**config.mk**
```make
export PLATFORM = sky130hd
export DESIGN_NAME = mlrt_ctrl
export DESIGN_NICKNAME = d
export VERILOG_FILES = /design/src/sv/mlrt_pkg.sv /design/src/sv/mlrt_ctrl.sv
export SDC_FILE = /design/constraint.sdc
export NUM_CORES = 1
export LEC_CHECK = 0
export BUFFER_PORTS_ARGS = -buffer_cell sky130_fd_sc_hd__buf_2
export CORE_ASPECT_RATIO = 0.8
export CORE_MARGIN = 4
export CORE_UTILIZATION = 44
export DETAILED_ROUTE_END_ITERATION = 6
export PLACE_DENSITY = 0.78
export SKIP_LAST_GASP = 1
export SLEW_MARGIN = 20
export SYNTH_ARGS = -nofsm -noshare
export SYNTH_HDL_FRONTEND = slang
export SYNTH_SLANG_ARGS = --single-unit
```
**constraint.sdc**
```tcl
create_clock -name i_clk -period 2.4 [get_ports i_clk]
set_input_delay 0.12 -clock i_clk [delete_from_list [all_inputs] [get_ports i_clk]]
set_output_delay 0.12 -clock i_clk [all_outputs]
set_load 0.05 [all_outputs]
```
**src/sv/mlrt_pkg.sv**
```systemverilog
package mlrt_pkg;

    // Sizes of the stored data.
    localparam int FEATURES    = 16;
    localparam int FW          = $clog2(FEATURES);
    localparam int CW          = $clog2(FEATURES + 1);
    localparam int MAX_SAMPLES = 1024;
    localparam int RW          = $clog2(MAX_SAMPLES);
    localparam int NW          = $clog2(MAX_SAMPLES + 1);
    localparam int MASK_W      = 16;

    // Fixed-point widths and constants.
    localparam int GW       = 48;
    localparam int ACC_W    = 56;
    localparam int PROD_W   = 66;
    localparam int ONE_Q16  = 65536;
    localparam int HALF_Q16 = 32768;

    // Sigmoid table geometry.
    localparam int SIG_DEPTH = 256;
    localparam int SIG_IW    = $clog2(SIG_DEPTH);
    localparam int SIG_HALF  = SIG_DEPTH / 2;
    localparam int SIG_SHIFT = 20 - SIG_IW;
    localparam longint SIG_H = (longint'(16) <<< 30) / SIG_DEPTH;

    // Pipeline depth from command issue to the last write.
    localparam int DRAIN_CYC = 4;

    typedef enum logic [2:0] {
        CMD_WR_FEAT  = 3'd0,
        CMD_WR_LABEL = 3'd1,
        CMD_TRAIN    = 3'd2,
        CMD_WR_TEST  = 3'd3,
        CMD_PREDICT  = 3'd4
    } t_cmd;

    typedef enum logic [1:0] {
        KIND_WEIGHT = 2'd0,
        KIND_BIAS   = 2'd1,
        KIND_PRED   = 2'd2
    } t_kind;

    typedef enum logic [2:0] {
        CFG_LR         = 3'd0,
        CFG_IL         = 3'd1,
        CFG_ITERS      = 3'd2,
        CFG_USE_BIAS   = 3'd3,
        CFG_TRAIN_MASK = 3'd4,
        CFG_TEST_MASK  = 3'd5
    } t_cfg_idx;

    typedef enum logic [3:0] {
        OP_NONE,
        OP_SCORE,
        OP_CLR,
        OP_GRAD,
        OP_PEN,
        OP_UPD_LO,
        OP_UPD_HI,
        OP_PSCORE,
        OP_EMIT_W,
        OP_EMIT_P
    } t_op;

    typedef enum logic [3:0] {
        ST_IDLE,
        ST_SCORE,
        ST_CLR,
        ST_GRAD,
        ST_PEN,
        ST_UPD,
        ST_DRAIN,
        ST_EMIT,
        ST_PSCORE,
        ST_PEMIT
    } t_state;

    typedef struct packed {
        logic [2:0]         command;
        logic [9:0]         sample_index;
        logic [3:0]         feature_index;
        logic signed [31:0] feature_value;
        logic               class_label;
        logic [10:0]        sample_count;
        logic               want_probability;
    } t_in_item;

    typedef struct packed {
        logic [1:0]         result_kind;
        logic [3:0]         result_index;
        logic signed [31:0] result_value;
        logic               last_result;
    } t_out_item;

    typedef struct packed {
        logic [16:0] learning_rate;
        logic [16:0] inverse_lambda;
        logic [15:0] iteration_count;
        logic        use_bias;
        logic [15:0] train_feature_mask;
        logic [15:0] test_feature_mask;
    } t_cfg;

    // One datapath step issued by the controller.
    typedef struct packed {
        logic          load;
        t_op           op;
        logic [RW-1:0] row;
        logic [CW-1:0] feat;
        logic          last;
    } t_dp_cmd;

    typedef struct packed {
        logic out_hold;
    } t_dp_status;

    typedef logic [16:0] t_sig_tab [SIG_DEPTH];

    // Unsigned restoring division for non-negative operands, used only while
    // the table is built.
    function automatic longint f_udiv(input longint num, input longint den);
        longint q;
        longint rem;
        int     b;
        q   = 0;
        rem = 0;
        for (b = 62; b >= 0; b--) begin
            rem = (rem <<< 1) | ((num >>> b) & longint'(1));
            if (rem >= den) begin
                rem = rem - den;
                q   = q | (longint'(1) <<< b);
            end
        end
        return q;
    endfunction

    // Sigmoid table: e^-h by a truncated series, powers in Q30, rounded quotient.
    function automatic t_sig_tab f_build_sig();
        t_sig_tab tab;
        longint   h;
        longint   mag;
        longint   r;
        longint   e;
        longint   den;
        longint   s;
        int       n;
        int       a;
        h   = SIG_H;
        mag = longint'(1) <<< 30;
        r   = mag;
        for (n = 1; n < 25; n++) begin
            mag = f_udiv((mag * h) >>> 30, longint'(n));
            r   = n[0] ? r - mag : r + mag;
        end
        if (r < 0) r = 0;
        e = longint'(1) <<< 30;
        for (a = 0; a <= SIG_DEPTH; a++) begin
            den = (longint'(1) <<< 30) + e;
            s   = f_udiv((longint'(1) <<< 46) + (den >>> 1), den);
            if (SIG_HALF + a < SIG_DEPTH) tab[SIG_HALF + a] = 17'(s);
            if (a > 0 && SIG_HALF - a >= 0) tab[SIG_HALF - a] = 17'(ONE_Q16 - s);
            e = (e * r) >>> 30;
        end
        return tab;
    endfunction

    localparam t_sig_tab SIG_TABLE = f_build_sig();

    function automatic logic signed [31:0] f_sat32(input logic signed [63:0] v);
        if (v > 64'sd2147483647) return 32'sh7fffffff;
        if (v < -64'sd2147483648) return 32'sh80000000;
        return v[31:0];
    endfunction

    function automatic logic signed [GW-1:0] f_sat48(input logic signed [63:0] v);
        if (v > 64'sh00007fffffffffff) return {1'b0, {(GW-1){1'b1}}};
        if (v < 64'shffff800000000000) return {1'b1, {(GW-1){1'b0}}};
        return v[GW-1:0];
    endfunction

endpackage

```
**src/sv/mlrt_ctrl.sv**
```systemverilog
module mlrt_ctrl
    import mlrt_pkg::*;
(
    input  logic       i_clk,
    input  logic       i_rst_n,
    input  logic       i_in_valid,
    input  t_in_item   i_in,
    input  t_cfg       i_cfg,
    input  t_dp_status i_status,
    output logic       o_in_stall,
    output t_dp_cmd    o_cmd
);

    t_state        r_state, n_state;
    t_state        r_after, n_after;
    logic [RW-1:0] r_row, n_row;
    logic [CW-1:0] r_feat, n_feat;
    logic          r_half, n_half;
    logic [15:0]   r_iter, n_iter;
    logic [2:0]    r_drn, n_drn;
    logic [NW-1:0] r_n, n_n;

    logic          w_last_row;
    logic [NW-1:0] w_cnt;
    logic [15:0]   w_iter_inc;

    assign w_last_row = ({1'b0, r_row} == r_n - NW'(1));
    assign w_cnt      = (i_in.sample_count > NW'(MAX_SAMPLES)) ? NW'(MAX_SAMPLES)
                                                               : i_in.sample_count;
    assign w_iter_inc = r_iter + 16'd1;

    // State register and loop counters.
    always_ff @(posedge i_clk) begin
        if (!i_rst_n) begin
            r_state <= ST_IDLE;
            r_after <= ST_IDLE;
            r_row   <= '0;
            r_feat  <= '0;
            r_half  <= 1'b0;
            r_iter  <= '0;
            r_drn   <= '0;
            r_n     <= '0;
        end else begin
            r_state <= n_state;
            r_after <= n_after;
            r_row   <= n_row;
            r_feat  <= n_feat;
            r_half  <= n_half;
            r_iter  <= n_iter;
            r_drn   <= n_drn;
            r_n     <= n_n;
        end
    end

    // Sequencing of the training and prediction passes.
    always_comb begin
        n_state    = r_state;
        n_after    = r_after;
        n_row      = r_row;
        n_feat     = r_feat;
        n_half     = r_half;
        n_iter     = r_iter;
        n_drn      = r_drn;
        n_n        = r_n;
        o_in_stall = 1'b1;
        o_cmd      = '{load: 1'b0, op: OP_NONE, row: r_row, feat: r_feat, last: 1'b0};

        unique case (r_state)
            ST_IDLE: begin
                o_in_stall = 1'b0;
                n_row      = '0;
                n_feat     = '0;
                n_half     = 1'b0;
                if (i_in_valid) begin
                    o_cmd.load = 1'b1;
                    unique case (i_in.command)
                        CMD_TRAIN: begin
                            n_n    = w_cnt;
                            n_iter = '0;
                            if (i_cfg.iteration_count == '0) begin
                                n_state = ST_EMIT;
                            end else if (w_cnt == '0) begin
                                n_state = ST_CLR;
                            end else begin
                                n_state = ST_SCORE;
                            end
                        end
                        CMD_PREDICT: n_state = ST_PSCORE;
                        default:     n_state = ST_IDLE;
                    endcase
                end
            end

            ST_SCORE: begin
                o_cmd.op   = OP_SCORE;
                o_cmd.last = (r_feat == CW'(FEATURES - 1));
                n_feat     = r_feat + CW'(1);
                if (r_feat == CW'(FEATURES - 1)) begin
                    n_feat = '0;
                    if (w_last_row) begin
                        n_row   = '0;
                        n_state = ST_DRAIN;
                        n_after = ST_CLR;
                    end else begin
                        n_row = r_row + RW'(1);
                    end
                end
            end

            ST_CLR: begin
                o_cmd.op = OP_CLR;
                n_feat   = r_feat + CW'(1);
                if (r_feat == CW'(FEATURES)) begin
                    n_feat  = '0;
                    n_state = (r_n == '0) ? ST_PEN : ST_GRAD;
                end
            end

            ST_GRAD: begin
                o_cmd.op = OP_GRAD;
                n_feat   = r_feat + CW'(1);
                if (r_feat == CW'(FEATURES)) begin
                    n_feat = '0;
                    if (w_last_row) begin
                        n_row   = '0;
                        n_state = ST_DRAIN;
                        n_after = ST_PEN;
                    end else begin
                        n_row = r_row + RW'(1);
                    end
                end
            end

            ST_PEN: begin
                o_cmd.op = OP_PEN;
                n_feat   = r_feat + CW'(1);
                if (r_feat == CW'(FEATURES)) begin
                    n_feat  = '0;
                    n_state = ST_DRAIN;
                    n_after = ST_UPD;
                end
            end

            ST_UPD: begin
                o_cmd.op = r_half ? OP_UPD_HI : OP_UPD_LO;
                n_half   = !r_half;
                if (r_half) begin
                    n_feat = r_feat + CW'(1);
                    if (r_feat == CW'(FEATURES)) begin
                        n_feat  = '0;
                        n_iter  = w_iter_inc;
                        n_state = ST_DRAIN;
                        if (w_iter_inc == i_cfg.iteration_count) begin
                            n_after = ST_EMIT;
                        end else if (r_n == '0) begin
                            n_after = ST_CLR;
                        end else begin
                            n_after = ST_SCORE;
                        end
                    end
                end
            end

            ST_DRAIN: begin
                n_drn = r_drn + 3'd1;
                if (r_drn == 3'(DRAIN_CYC - 1)) begin
                    n_drn   = '0;
                    n_state = r_after;
                end
            end

            ST_EMIT: begin
                if (!i_status.out_hold) begin
                    o_cmd.op = OP_EMIT_W;
                    n_feat   = r_feat + CW'(1);
                    if (r_feat == CW'(FEATURES)) begin
                        n_feat  = '0;
                        n_state = ST_IDLE;
                    end
                end
            end

            ST_PSCORE: begin
                o_cmd.op   = OP_PSCORE;
                o_cmd.last = (r_feat == CW'(FEATURES - 1));
                n_feat     = r_feat + CW'(1);
                if (r_feat == CW'(FEATURES - 1)) begin
                    n_feat  = '0;
                    n_state = ST_DRAIN;
                    n_after = ST_PEMIT;
                end
            end

            ST_PEMIT: begin
                if (!i_status.out_hold) begin
                    o_cmd.op = OP_EMIT_P;
                    n_state  = ST_IDLE;
                end
            end

            default: n_state = ST_IDLE;
        endcase
    end

endmodule

```
# Word level (Yosys, flattened, before mapping)
# Cells that the tools add are included.
# op_classes
addsub,5
magnitude_cmp,1
n_eq_ne,31
mux,53
reduce_logical,17
# ops
cell,n
2-to-1 mux 4 bit,22
2-to-1 mux 16 bit,4
case mux 4 bit (10 select lines),1
case mux 16 bit (2 select lines),1
case mux 4 bit (8 select lines),1
2-to-1 mux 10 bit,3
case mux 10 bit (3 select lines),1
inequality test 2 bit (second input constant),14
case mux 5 bit (5 select lines),1
logical NOT 11 bit,2
2-to-1 mux 5 bit,4
case mux 4 bit (5 select lines),1
adder 16 x 1 -> 16 bit (second input constant),1
== test 16 bit,1
== test 4 x 3 -> 1 bit (second input constant),4
logical NOT 16 bit,1
2-to-1 mux 3 bit,4
== test 10 x 11 -> 1 bit,1
greater-than comparator 11 bit (second input constant),1
2-to-1 mux 11 bit,1
subtractor 11 x 1 -> 11 bit (second input constant),1
adder 10 x 1 -> 10 bit (second input constant),1
AND reduction 10 bit,1
nonzero test 5 bit,2
23 further kinds,33
# word_totals
ff_bits,54
output_inout_bits,22

# Logic depth before layout (Yosys ltp)
# Gate-level depths: netlist (run 1).
# logic_depth
word_depth,8
depth_mapped,12
ltp_nobuf,11

# Least setup slack after synthesis (run 1)
# Ideal clock, no wire load.
# synth_timing
path_kind,flip-flop to flip-flop
start,register r_feat[1]
end,register r_state[0]
setup_time_ps,101
t_arrival_ps,2574
required_time_ps,2299
setup_slack_ps,-275
stages_incl_launch_ff,11
n_path_buf,0
period_less_slack_ps,2675
path_cell_list,dfxtp_1 > ha_1 > nand3_1 > inv_1 > ha_1 > nor2_1 > mux2_2 > a221oi_1 > a21oi_1 > a211o_1 > o41ai_1
# synth_via
elab_chain_len,4
elab_cells_between_ends,11
cone_classes,7 x eq/ne; 3 x mux; 1 x reduce/logical
# synth_rtl
item,line_no,text
"start, declared",mlrt_ctrl.sv:17,"logic [CW-1:0] r_feat, n_feat;"
"start signal, assigned",mlrt_ctrl.sv:47,r_feat <= n_feat;
== test 5 bit,n/a,
2-to-1 mux 4 bit (2 in a row),n/a,
case mux 4 bit (10 select lines),n/a,
"end signal, assigned",mlrt_ctrl.sv:44,r_state <= n_state;
"end, declared",mlrt_ctrl.sv:14,"t_state r_state, n_state;"
# Parallel ways exist; a longest one is shown, timed or not. The select of a mux whose other input is x is not followed.
# A chain may end at the register's enable or synchronous reset.

# Worst setup path in the final report (run 1)
# layout_timing
start,register r_n[9]
end,register r_state[0]
# layout_via
elab_chain_len,5
elab_cells_between_ends,9
cone_classes,1 x add/sub; 1 x eq/ne; 6 x mux; 1 x reduce/logical
# layout_rtl
item,line_no,text
"start, declared",mlrt_ctrl.sv:21,"logic [NW-1:0] r_n, n_n;"
"start signal, assigned",mlrt_ctrl.sv:51,r_n <= n_n;
subtractor 11 x 1 -> 11 bit,mlrt_ctrl.sv:27,"assign w_last_row = ({1'b0, r_row} == r_n - NW'(1));"
== test 10 x 11 -> 1 bit,mlrt_ctrl.sv:27,
2-to-1 mux 4 bit,n/a,
"2-to-1 mux 4 bit, on equally long branches",n/a,
case mux 4 bit (10 select lines) (*),mlrt_ctrl.sv:68,unique case (r_state)
# Mark *: on every way between the ends. The rest lies on a longest branch, timed or not. The select of a mux whose other input is x is not followed.

==> impl_results.html, run 1 <==
<table>
<tr><th>Metric</th><th>Value</th></tr>
<tr><th colspan="2">Yosys</th></tr>
<tr><td>Post-synthesis compound-gate area fraction</td><td>0.224</td></tr>
<tr><td>Cell variety after synth</td><td>between 60 and 70</td></tr>
<tr><td>Instance count of the mapped netlist</td><td>520</td></tr>
<tr><td>Fraction of the mapped netlist area in adder cells</td><td>0.0287</td></tr>
<tr><td>Number of flops mapped to enable cells by yosys</td><td>0</td></tr>
<tr><td>Ys flop type</td><td>sky130_fd_sc_hd__dfxtp_1</td></tr>
<tr><td>Cell type contributing the most total cell area after synthesis</td><td>sky130_fd_sc_hd__dfxtp_1</td></tr>
<tr><td>Parity-gate share of the synthesized area counting xor and xnor cells</td><td>0.0939</td></tr>
<tr><td>Commonest cells post-synth</td><td>sky130_fd_sc_hd__dfxtp_1, sky130_fd_sc_hd__nor2_1, sky130_fd_sc_hd__a21oi_1</td></tr>
<tr><td>Sequential element share of the synthesized area</td><td>0.276</td></tr>
<tr><td>Share of cell area taken by muxes after synthesis</td><td>0.0182</td></tr>
<tr><td>Net count after synthesis</td><td>678</td></tr>
<tr><td>Top-area cell type share of the netlist area</td><td>0.276</td></tr>
<tr><td>Number of warning messages in the yosys log</td><td>0</td></tr>
<tr><td>Synthesized area divided by synthesized cell count</td><td>approximately 7.5 µm²</td></tr>
<tr><td>Most frequent cell after synthesis</td><td>sky130_fd_sc_hd__dfxtp_1</td></tr>
<tr><td>Dominant cells by area after synthesis</td><td>sky130_fd_sc_hd__dfxtp_1, sky130_fd_sc_hd__xnor2_1, sky130_fd_sc_hd__a21oi_1</td></tr>
<tr><td>Async set or reset register ratio after synthesis</td><td>0</td></tr>
<tr><td>Share of synthesized cell area in and, or, nand and nor gates</td><td>0.314</td></tr>
<tr><td>Post-synthesis instance area</td><td>0.00392 mm²</td></tr>
<tr><td>Synthesis-stage register bit count</td><td>54</td></tr>
<tr><td>Main combinational cell family by area after synthesis</td><td>simple AND/OR/NAND/NOR gates</td></tr>
<tr><th colspan="2">Setup path</th></tr>
<tr><td>Worst setup SP type</td><td>flip-flop</td></tr>
<tr><td>Kind of critical path</td><td>flip-flop to flip-flop</td></tr>
<tr><td>CP max stage cell</td><td>sky130_fd_sc_hd__o41a_1</td></tr>
<tr><td>Worst Path Max Fanout</td><td>6</td></tr>
<tr><td>Critical Path AT</td><td>2.60 ns</td></tr>
<tr><td>Max stage delay on crit path</td><td>0.47 ns</td></tr>
<tr><td>Cell type group with the largest total delay on the critical path</td><td>compound AO/OA/AOI/OAI gates</td></tr>
<tr><td>Cell-by-cell listing of the critical path</td><td>xnor2_2 &gt; or4_4 &gt; a2111oi_4 &gt; a311oi_4 &gt; o41a_1 &gt; o211ai_1 &gt; o41ai_2</td></tr>
<tr><td>Worst Path Required</td><td>2.62 ns</td></tr>
<tr><td>Worst Setup End Kind</td><td>flip-flop</td></tr>
<tr><td>Buffer and inverter count on the worst path</td><td>0</td></tr>
<tr><th colspan="2">STA</th></tr>
<tr><td>Rel. slew slack</td><td>0.587</td></tr>
<tr><td>Final Max Tran Viols</td><td>0</td></tr>
<tr><td>Setup repair after global routing missed its margin</td><td>true</td></tr>
<tr><td>Worst-margin pin slew</td><td>0.620 ns</td></tr>
<tr><td>Period Utilization, post-route</td><td>0.990</td></tr>
<tr><td>Final Skew</td><td>0.0212 ns</td></tr>
<tr><td>Number of setup violations in the final report</td><td>0</td></tr>
<tr><td>Total count of hold-check failures in the final report</td><td>0</td></tr>
<tr><td>Final-layout setup total negative slack</td><td>0 ns</td></tr>
<tr><td>Achievable Freq</td><td>~420 MHz</td></tr>
<tr><td>Final hold slack</td><td>0.0803 ns</td></tr>
<tr><td>Shortest period the worst path allows</td><td>2.38 ns</td></tr>
<tr><th colspan="2">CTS</th></tr>
<tr><td>CTS tree</td><td>done</td></tr>
<tr><td>Inserted Clock Buffers</td><td>5</td></tr>
<tr><td>Skew-Pair Late Insertion Delay</td><td>0.33 ns</td></tr>
<tr><td>Sink Count</td><td>54</td></tr>
<tr><td>Longest Clk Path Bufs</td><td>2</td></tr>
<tr><td>Post-CTS Hold Buffers</td><td>0</td></tr>
<tr><td>Root Buffer</td><td>sky130_fd_sc_hd__clkbuf_8</td></tr>
<tr><td>Clock input transition at the sequential cells of the worst setup and hold paths</td><td>0.12 ns</td></tr>
<tr><td>H-tree depth</td><td>2</td></tr>
<tr><th colspan="2">Finish</th></tr>
<tr><td>Number of antenna diodes</td><td>0</td></tr>
<tr><td>Fraction of final layout cells with drive strength greater than 1</td><td>0.280</td></tr>
<tr><td>Final Instance Count excl. Fillers</td><td>716</td></tr>
<tr><td>Area growth from synthesis to final layout</td><td>26.8%</td></tr>
<tr><td>Final instance area</td><td>~0.005 mm²</td></tr>
<tr><td># nets final</td><td>~760</td></tr>
<tr><th colspan="2">Global route</th></tr>
<tr><td>Largest net degree at the start of global routing</td><td>23</td></tr>
<tr><td>Global-route wire length before repair</td><td>18800 µm</td></tr>
<tr><td>Tot GR Track Use</td><td>0.215</td></tr>
<tr><td>Global route overflow</td><td>0</td></tr>
<tr><td>Via count of the first global-routing pass</td><td>3956</td></tr>
<tr><td>Number of antenna violations at the first check in global routing</td><td>0</td></tr>
<tr><th colspan="2">Detailed routing</th></tr>
<tr><td>Antenna-violating nets left</td><td>0</td></tr>
<tr><td>Avg WL per Cell</td><td>16.4 µm</td></tr>
<tr><td>Total via count after detailed routing</td><td>4224</td></tr>
<tr><td>Iteration-0 DRC count of the detailed router</td><td>295</td></tr>
<tr><td>Vias per Instance</td><td>5.90</td></tr>
<tr><td>Remaining DRCs</td><td>0</td></tr>
<tr><td>Aggregate routed wire length</td><td>11800 µm</td></tr>
<tr><td>First-pass iteration count of the detailed router</td><td>6</td></tr>
<tr><th colspan="2">Floorplanning</th></tr>
<tr><td>Die W</td><td>114 µm</td></tr>
<tr><td>Number of top-level design ports</td><td>171</td></tr>
<tr><td>Area of the die</td><td>0.0105 mm²</td></tr>
<tr><td>Chip height</td><td>92.4 µm</td></tr>
<tr><td>Number of rows in the core area</td><td>30</td></tr>
<tr><td>Placeable Area</td><td>0.00860 mm²</td></tr>
<tr><td>Initial core utilization</td><td>0.456</td></tr>
<tr><th colspan="2">Power</th></tr>
<tr><td>Part of the power in combinational logic</td><td>0.541</td></tr>
<tr><td>Share of power burned in the clock network</td><td>0.164</td></tr>
<tr><td>Maximum vdd drop</td><td>0.604 mV</td></tr>
<tr><td>Sequential Power Share</td><td>0.295</td></tr>
<tr><td>Power spent charging and discharging nets</td><td>between 0.0015 and 0.002 W</td></tr>
<tr><td>Tot Pwr</td><td>0.00368 W</td></tr>
<tr><td>Switching fraction of total power</td><td>0.456</td></tr>
<tr><td>Leakage power total</td><td>1.96 nW</td></tr>
<tr><td>Internal power of the cells</td><td>0.00200 W</td></tr>
<tr><td>Power density normalized to cell area</td><td>741 mW/mm²</td></tr>
<tr><th colspan="2">Placed design</th></tr>
<tr><td>Count of placed standard cells including taps</td><td>approximately 700</td></tr>
<tr><td>Number of I/O port buffers</td><td>55</td></tr>
<tr><td>Post-detail-place hpwl</td><td>8630 µm</td></tr>
<tr><td>Dpl cell area</td><td>0.00459 mm²</td></tr>
<tr><td>GPL Wtd Cong</td><td>0.927</td></tr>
<tr><th colspan="2">Outcome</th></tr>
<tr><td>Outcome</td><td>complete, no violations</td></tr>
<tr><th colspan="2">Min path</th></tr>
<tr><td>Hold Crit Class</td><td>input pin to flip-flop</td></tr>
<tr><th colspan="2">Run</th></tr>
<tr><td>Max-cap violation count</td><td>0</td></tr>
</table>
final cells by class:
type | instances | area (µm²)
Timing Repair Buffer | 109 | 681
Clock buffer | 6 | 93.8
Sequential cell | 54 | 1100
Tap cell | 112 | 140
Multi-Input combinational cell | 420 | 2890
Clock inverter | 1 | 8.76
Fill cell | 778 | 3630
Inverter | 14 | 52.6
final timing paths:
check	end	cells past startpoint	start	slack, ns
min	r_n[7]	3	i_in[8]	0.08
min reg2reg	r_drn[2]	2	r_drn[2]	0.44
max	r_state[0]	7	r_n[9]	0.02
max reg2reg	r_state[0]	7	r_n[9]	0.02
placed cells by master, fill, tap and decap left out, drive strengths merged, types with 3 or more instances in the layout:
| cell | n |
|---|---|
| nor3b | 11 |
| a211oi | 3 |
| a21boi | 10 |
| ha | 9 |
| nor2b | 26 |
| a21oi | 46 |
| and4 | 4 |
| mux2i | 6 |
| buf | 109 |
| o21ai | 31 |
| a21o | 4 |
| xor2 | 13 |
| o31ai | 3 |
| nor4b | 4 |
| and2 | 7 |
| inv | 14 |
| or4 | 4 |
| nand4 | 6 |
| a31oi | 4 |
| a22oi | 7 |
| dfxtp | 54 |
| clkbuf | 6 |
| and3 | 6 |
| nand3b | 3 |
| a221oi | 3 |
| nand2 | 39 |
| nor3 | 17 |
| xnor2 | 29 |
| o221a | 3 |
| nand3 | 19 |
| or3 | 5 |
| nor4 | 13 |
| o41ai | 3 |
| nand2b | 7 |
| nor2 | 53 |
layer usage:
metal | GRT usage | vias to the layer above | wire length [µm]
met5 | 0 | - | 0
met2 | 0.362 | 168 | 5490
met1 | 0.290 | 2002 | 5290
met4 | 0.0511 | 0 | 158
li1 | - | 2037 | -
met3 | 0.0327 | 17 | 839
worst min-delay path, cell delays in order:
cell and delay, ns:
sky130_fd_sc_hd__buf_2 0.10, sky130_fd_sc_hd__a22oi_1 0.06, sky130_fd_sc_hd__nor2b_1 0.10
what timing repair did:
action,in CTS,in global routing
setup endpoints to repair,18,33
pin swaps,5,8
resized for setup,10,35
setup buffers,1,7
stage by stage:
step,utilization,setup slack (ns)
final,0.578,0.0238
after global routing,0.578,-0.0790
after CTS,0.553,-0.00941
after detailed placement,0.534,-0.0560
after global placement,0.534,0.0217
after floorplan,-,0.0201
flip-flops by register name, indices dropped and copies added, names as in the netlist:
signal and flops:
r_state 4, r_n 11, r_half 1, r_feat 5
r_row 10, r_drn 3, r_after 4, r_iter 16
logic make-up after synthesis:
kind of cell | after synthesis
AND/OR/NAND/NOR | 226
multiplexers | 7
flip-flops | 54
buffers and inverters | 46
adder cells (fa/ha/maj) | 9
XOR/XNOR | 42
AO/OA/AOI/OAI | 136
power groups by stage:
stage	Combinational [W]	Sequential [W]	Clock, W
after detailed placement	0.00180	0.00110	0
after CTS	0.00186	0.00108	0.000602
after global routing	0.00214	0.00110	0.000650
final	0.00199	0.00109	0.000603
after global placement	0.00176	0.00110	0
after floorplan	0.00130	0.00108	0
Power figures use the tool's default switching activity.
==> inputs of run 2 (changes only) <==
--- a/config.mk
+++ b/config.mk
@@ -9,6 +9,7 @@
 export CORE_ASPECT_RATIO = 0.8
 export CORE_MARGIN = 4
 export CORE_UTILIZATION = 44
+export CTS_BUF_LIST = sky130_fd_sc_hd__clkbuf_16
 export DETAILED_ROUTE_END_ITERATION = 6
 export PLACE_DENSITY = 0.78
 export SKIP_LAST_GASP = 1
==> run 2 against run 1 <==
  * The run now ends with setup timing left
  * Critical path depth down 1
  * Largest cell class unchanged
  * Largest power group unchanged
  * Sequential power about the same
  * Die area unchanged
  * Sequential cell count unchanged
==> impl_results.html, run 2 (synthesis results as in run 1) <==
<table>
<tr><th>Metric</th><th>Value</th></tr>
<tr><th colspan="2">Outcome</th></tr>
<tr><td>Outcome</td><td>finished with violations</td></tr>
<tr><td>Violations in the final reports</td><td>setup timing</td></tr>
<tr><th colspan="2">CTS</th></tr>
<tr><td>Skew-Pair Late Insertion Delay</td><td>0.30 ns (-0.03 ns)</td></tr>
<tr><td>Post-CTS Hold Buffers</td><td>0 (unchanged)</td></tr>
<tr><td>H-tree depth</td><td>2 (unchanged)</td></tr>
<tr><td>Root Buffer</td><td>sky130_fd_sc_hd__clkbuf_16</td></tr>
<tr><td>Longest Clk Path Bufs</td><td>2 (unchanged)</td></tr>
<tr><td>Clock input transition at the sequential cells of the worst setup and hold paths</td><td>0.08 ns (-0.04 ns)</td></tr>
<tr><td>Inserted Clock Buffers</td><td>5 (unchanged)</td></tr>
<tr><td>CTS tree</td><td>done</td></tr>
<tr><td>Sink Count</td><td>54 (unchanged)</td></tr>
<tr><th colspan="2">Global route</th></tr>
<tr><td>Global-route wire length before repair</td><td>19300 µm (+2.7%)</td></tr>
<tr><td>Number of antenna violations at the first check in global routing</td><td>0 (unchanged)</td></tr>
<tr><td>Via count of the first global-routing pass</td><td>4032 (+1.9%)</td></tr>
<tr><td>Tot GR Track Use</td><td>0.222 (+0.00684)</td></tr>
<tr><td>Global route overflow</td><td>0 (unchanged)</td></tr>
<tr><td>Largest net degree at the start of global routing</td><td>23 (unchanged)</td></tr>
<tr><th colspan="2">Detailed routing</th></tr>
<tr><td>Iteration-0 DRC count of the detailed router</td><td>311 (+5.4%)</td></tr>
<tr><td>Total via count after detailed routing</td><td>4250 (+0.62%)</td></tr>
<tr><td>Avg WL per Cell</td><td>17.2 µm (+4.5%)</td></tr>
<tr><td>Vias per Instance</td><td>5.94 (+0.76%)</td></tr>
<tr><td>Aggregate routed wire length</td><td>12300 µm (+4.4%)</td></tr>
<tr><td>First-pass iteration count of the detailed router</td><td>5 (-1)</td></tr>
<tr><td>Antenna-violating nets left</td><td>0 (unchanged)</td></tr>
<tr><td>Remaining DRCs</td><td>0 (unchanged)</td></tr>
<tr><th colspan="2">Finish</th></tr>
<tr><td>Storage cell area</td><td>0.00110 mm² (-0.34%)</td></tr>
<tr><td>Commonest non-fill, non-tap cell in the layout</td><td>sky130_fd_sc_hd__buf_2</td></tr>
<tr><td>Largest regs</td><td>r_iter (16), r_n (11), r_row (10)</td></tr>
<tr><td>Commonest cells after routing, fill and taps aside</td><td>sky130_fd_sc_hd__buf_2, sky130_fd_sc_hd__buf_4, sky130_fd_sc_hd__nor2_1, sky130_fd_sc_hd__a21oi_1, sky130_fd_sc_hd__dfxtp_1</td></tr>
<tr><td>Multi-input logic area</td><td>0.00294 mm² (+1.9%)</td></tr>
<tr><td>FILL cells</td><td>764 (-1.8%)</td></tr>
<tr><td># nets final</td><td>761 (-0.13%)</td></tr>
<tr><td>Area growth from synthesis to final layout</td><td>29.3%</td></tr>
<tr><td>Fraction of final layout cells with drive strength greater than 1</td><td>0.277 (-0.00285)</td></tr>
<tr><td>Number of antenna diodes</td><td>0 (unchanged)</td></tr>
<tr><td>Register ranked first by flip-flop count</td><td>r_iter</td></tr>
<tr><td>Max reg flops</td><td>16 (unchanged)</td></tr>
<tr><th colspan="2">Floorplanning</th></tr>
<tr><td>Area of the die</td><td>0.0105 mm² (unchanged)</td></tr>
<tr><td>Placeable Area</td><td>0.00860 mm² (unchanged)</td></tr>
<tr><td>Chip height</td><td>92.4 µm (unchanged)</td></tr>
<tr><td>Initial core utilization</td><td>0.456 (unchanged)</td></tr>
<tr><td>Die W</td><td>114 µm (unchanged)</td></tr>
<tr><td>Number of rows in the core area</td><td>30 (unchanged)</td></tr>
<tr><td>Number of top-level design ports</td><td>171 (unchanged)</td></tr>
<tr><th colspan="2">Placed design</th></tr>
<tr><td>GPL Wtd Cong</td><td>0.927 (unchanged)</td></tr>
<tr><td>DP Worst Slack</td><td>-0.0560 ns (unchanged)</td></tr>
<tr><td>Post-detail-place hpwl</td><td>8630 µm (unchanged)</td></tr>
<tr><td>Number of I/O port buffers</td><td>55 (unchanged)</td></tr>
<tr><th colspan="2">Power</th></tr>
<tr><td>Maximum vdd drop</td><td>0.646 mV (+6.8%)</td></tr>
<tr><td>Sequential Power Share</td><td>0.282 (-0.013)</td></tr>
<tr><td>Internal power of the cells</td><td>0.00217 W (+8.2%)</td></tr>
<tr><td>Part of the power in combinational logic</td><td>0.512 (-0.029)</td></tr>
<tr><td>Power spent charging and discharging nets</td><td>0.00171 W (+1.8%)</td></tr>
<tr><td>Switching fraction of total power</td><td>0.441 (-0.0151)</td></tr>
<tr><td>Power density normalized to cell area</td><td>765 mW/mm² (+3.2%)</td></tr>
<tr><td>Tot Pwr</td><td>0.00388 W (+5.3%)</td></tr>
<tr><td>Share of power burned in the clock network</td><td>0.206 (+0.042)</td></tr>
<tr><td>Leakage power total</td><td>2.00 nW (+2.5%)</td></tr>
<tr><th colspan="2">STA</th></tr>
<tr><td>Shortest period the worst path allows</td><td>2.47 ns (+0.0909 ns)</td></tr>
<tr><td>Total count of hold-check failures in the final report</td><td>0 (unchanged)</td></tr>
<tr><td>Setup repair after global routing missed its margin</td><td>true</td></tr>
<tr><td>Least setup slack across all paths after layout</td><td>-0.0671 ns (-0.0909 ns)</td></tr>
<tr><td>Final Max Tran Viols</td><td>0 (unchanged)</td></tr>
<tr><td>Worst-margin pin slew</td><td>0.615 ns (-0.00493 ns)</td></tr>
<tr><td>Achievable Freq</td><td>405 MHz (-3.7%)</td></tr>
<tr><td>Period Utilization, post-route</td><td>1.03 (+0.0379)</td></tr>
<tr><td>Final hold slack</td><td>0.115 ns (+0.0344 ns)</td></tr>
<tr><td>Rel. slew slack</td><td>0.590 (+0.00328)</td></tr>
<tr><td>Final-layout setup total negative slack</td><td>-0.0977 ns (-0.0977 ns)</td></tr>
<tr><td>Final Skew</td><td>0.0116 ns (-0.00964 ns)</td></tr>
<tr><td>Number of setup violations in the final report</td><td>2 (+2)</td></tr>
<tr><th colspan="2">Setup path</th></tr>
<tr><td>CP max stage cell</td><td>sky130_fd_sc_hd__o41a_1</td></tr>
<tr><td>Cell type group with the largest total delay on the critical path</td><td>compound AO/OA/AOI/OAI gates</td></tr>
<tr><td>Max stage delay on crit path</td><td>0.48 ns (about the same)</td></tr>
<tr><td>Kind of critical path</td><td>flip-flop to flip-flop</td></tr>
<tr><td>Critical Path Stages</td><td>6 (-1)</td></tr>
<tr><td>Worst Path Max Fanout</td><td>6 (unchanged)</td></tr>
<tr><td>Worst Setup End Kind</td><td>flip-flop</td></tr>
<tr><td>Worst setup SP type</td><td>flip-flop</td></tr>
<tr><td>Cell-by-cell listing of the critical path</td><td>xnor2_2 &gt; or4_4 &gt; a2111oi_4 &gt; a311oi_4 &gt; o41a_1 &gt; o41ai_2</td></tr>
<tr><td>Critical Path AT</td><td>2.66 ns (+0.06 ns)</td></tr>
<tr><td>Buffer and inverter count on the worst path</td><td>0 (unchanged)</td></tr>
<tr><td>Worst Path Required</td><td>2.60 ns (-0.02 ns)</td></tr>
<tr><td>Length in cells of the worst reg-to-reg path</td><td>6 (-1)</td></tr>
<tr><th colspan="2">Min path</th></tr>
<tr><td>Hold Crit Class</td><td>input pin to flip-flop</td></tr>
<tr><td>Number of cells on the worst hold path</td><td>3 (unchanged)</td></tr>
<tr><th colspan="2">Run</th></tr>
<tr><td>Max-cap violation count</td><td>0 (unchanged)</td></tr>
</table>
run 2: cell count changes in the layout (fill, tap and decap cells not counted), sizes merged:
| cell | delta |
|---|---|
| buf | -1 |
run 2: timing repair:
item | in CTS | in global routing
resized for setup | 16 | 33
buffers inserted | 1 | 6
pin swaps | 12 | 15
endpoints found under the setup margin | 18 | 33
run 2: layer usage:
metal	vias to the layer above	GRT usage	part of all wire
met1	1991	0.289	0.42
met5	-	0	0
met2	205	0.377	0.48
li1	2033	-	-
met3	21	0.0346	0.088
met4	0	0.0681	0.016
run 2: final cells by class:
cell class | count | share of cell area
Tap cell | 112 | 0.0276
Inverter | 14 | 0.0104
Sequential cell | 54 | 0.217
Clock inverter | 1 | 0.00173
Timing Repair Buffer | 108 | 0.133
Multi-Input combinational cell | 420 | 0.581
Clock buffer | 6 | 0.0296
run 2: per-stage QoR:
| stage | std cells | util | area (µm²) |
|---|---|---|---|
| final | 715 | 0.590 | 5070 |
| after global routing | 715 | 0.590 | 5070 |
| after CTS | 709 | 0.564 | 4850 |
| after detailed placement | 701 | 0.534 | 4590 |
| after global placement | 701 | 0.534 | 4590 |
| after floorplan | 520 | - | 3960 |
run 2: path summary, 6_finish.rpt:
kind	slack, ns	start	to
max	-0.07	r_n[9]	r_state[2]
min	0.11	i_in[8]	r_n[7]
max reg2reg	-0.07	r_n[9]	r_state[2]
min reg2reg	0.44	r_drn[2]	r_drn[2]
run 2: worst reg2reg max path, stage by stage, from the launching register on:
cell                        delay [ns]
sky130_fd_sc_hd__dfxtp_2          0.35
sky130_fd_sc_hd__xnor2_2          0.15
sky130_fd_sc_hd__or4_4            0.46
sky130_fd_sc_hd__a2111oi_4        0.41
sky130_fd_sc_hd__a311oi_4         0.09
sky130_fd_sc_hd__o41a_1           0.48
sky130_fd_sc_hd__o41ai_2          0.43
run 2: power by group through the flow:
stage / Clock, W / Combinational, W / Sequential [W]
final: 0.000798 / 0.00199 / 0.00109
after global routing: 0.000845 / 0.00213 / 0.00111
after CTS: 0.000802 / 0.00186 / 0.00108
after detailed placement: 0 / 0.00180 / 0.00110
after global placement: 0 / 0.00176 / 0.00110
after floorplan: 0 / 0.00130 / 0.00108
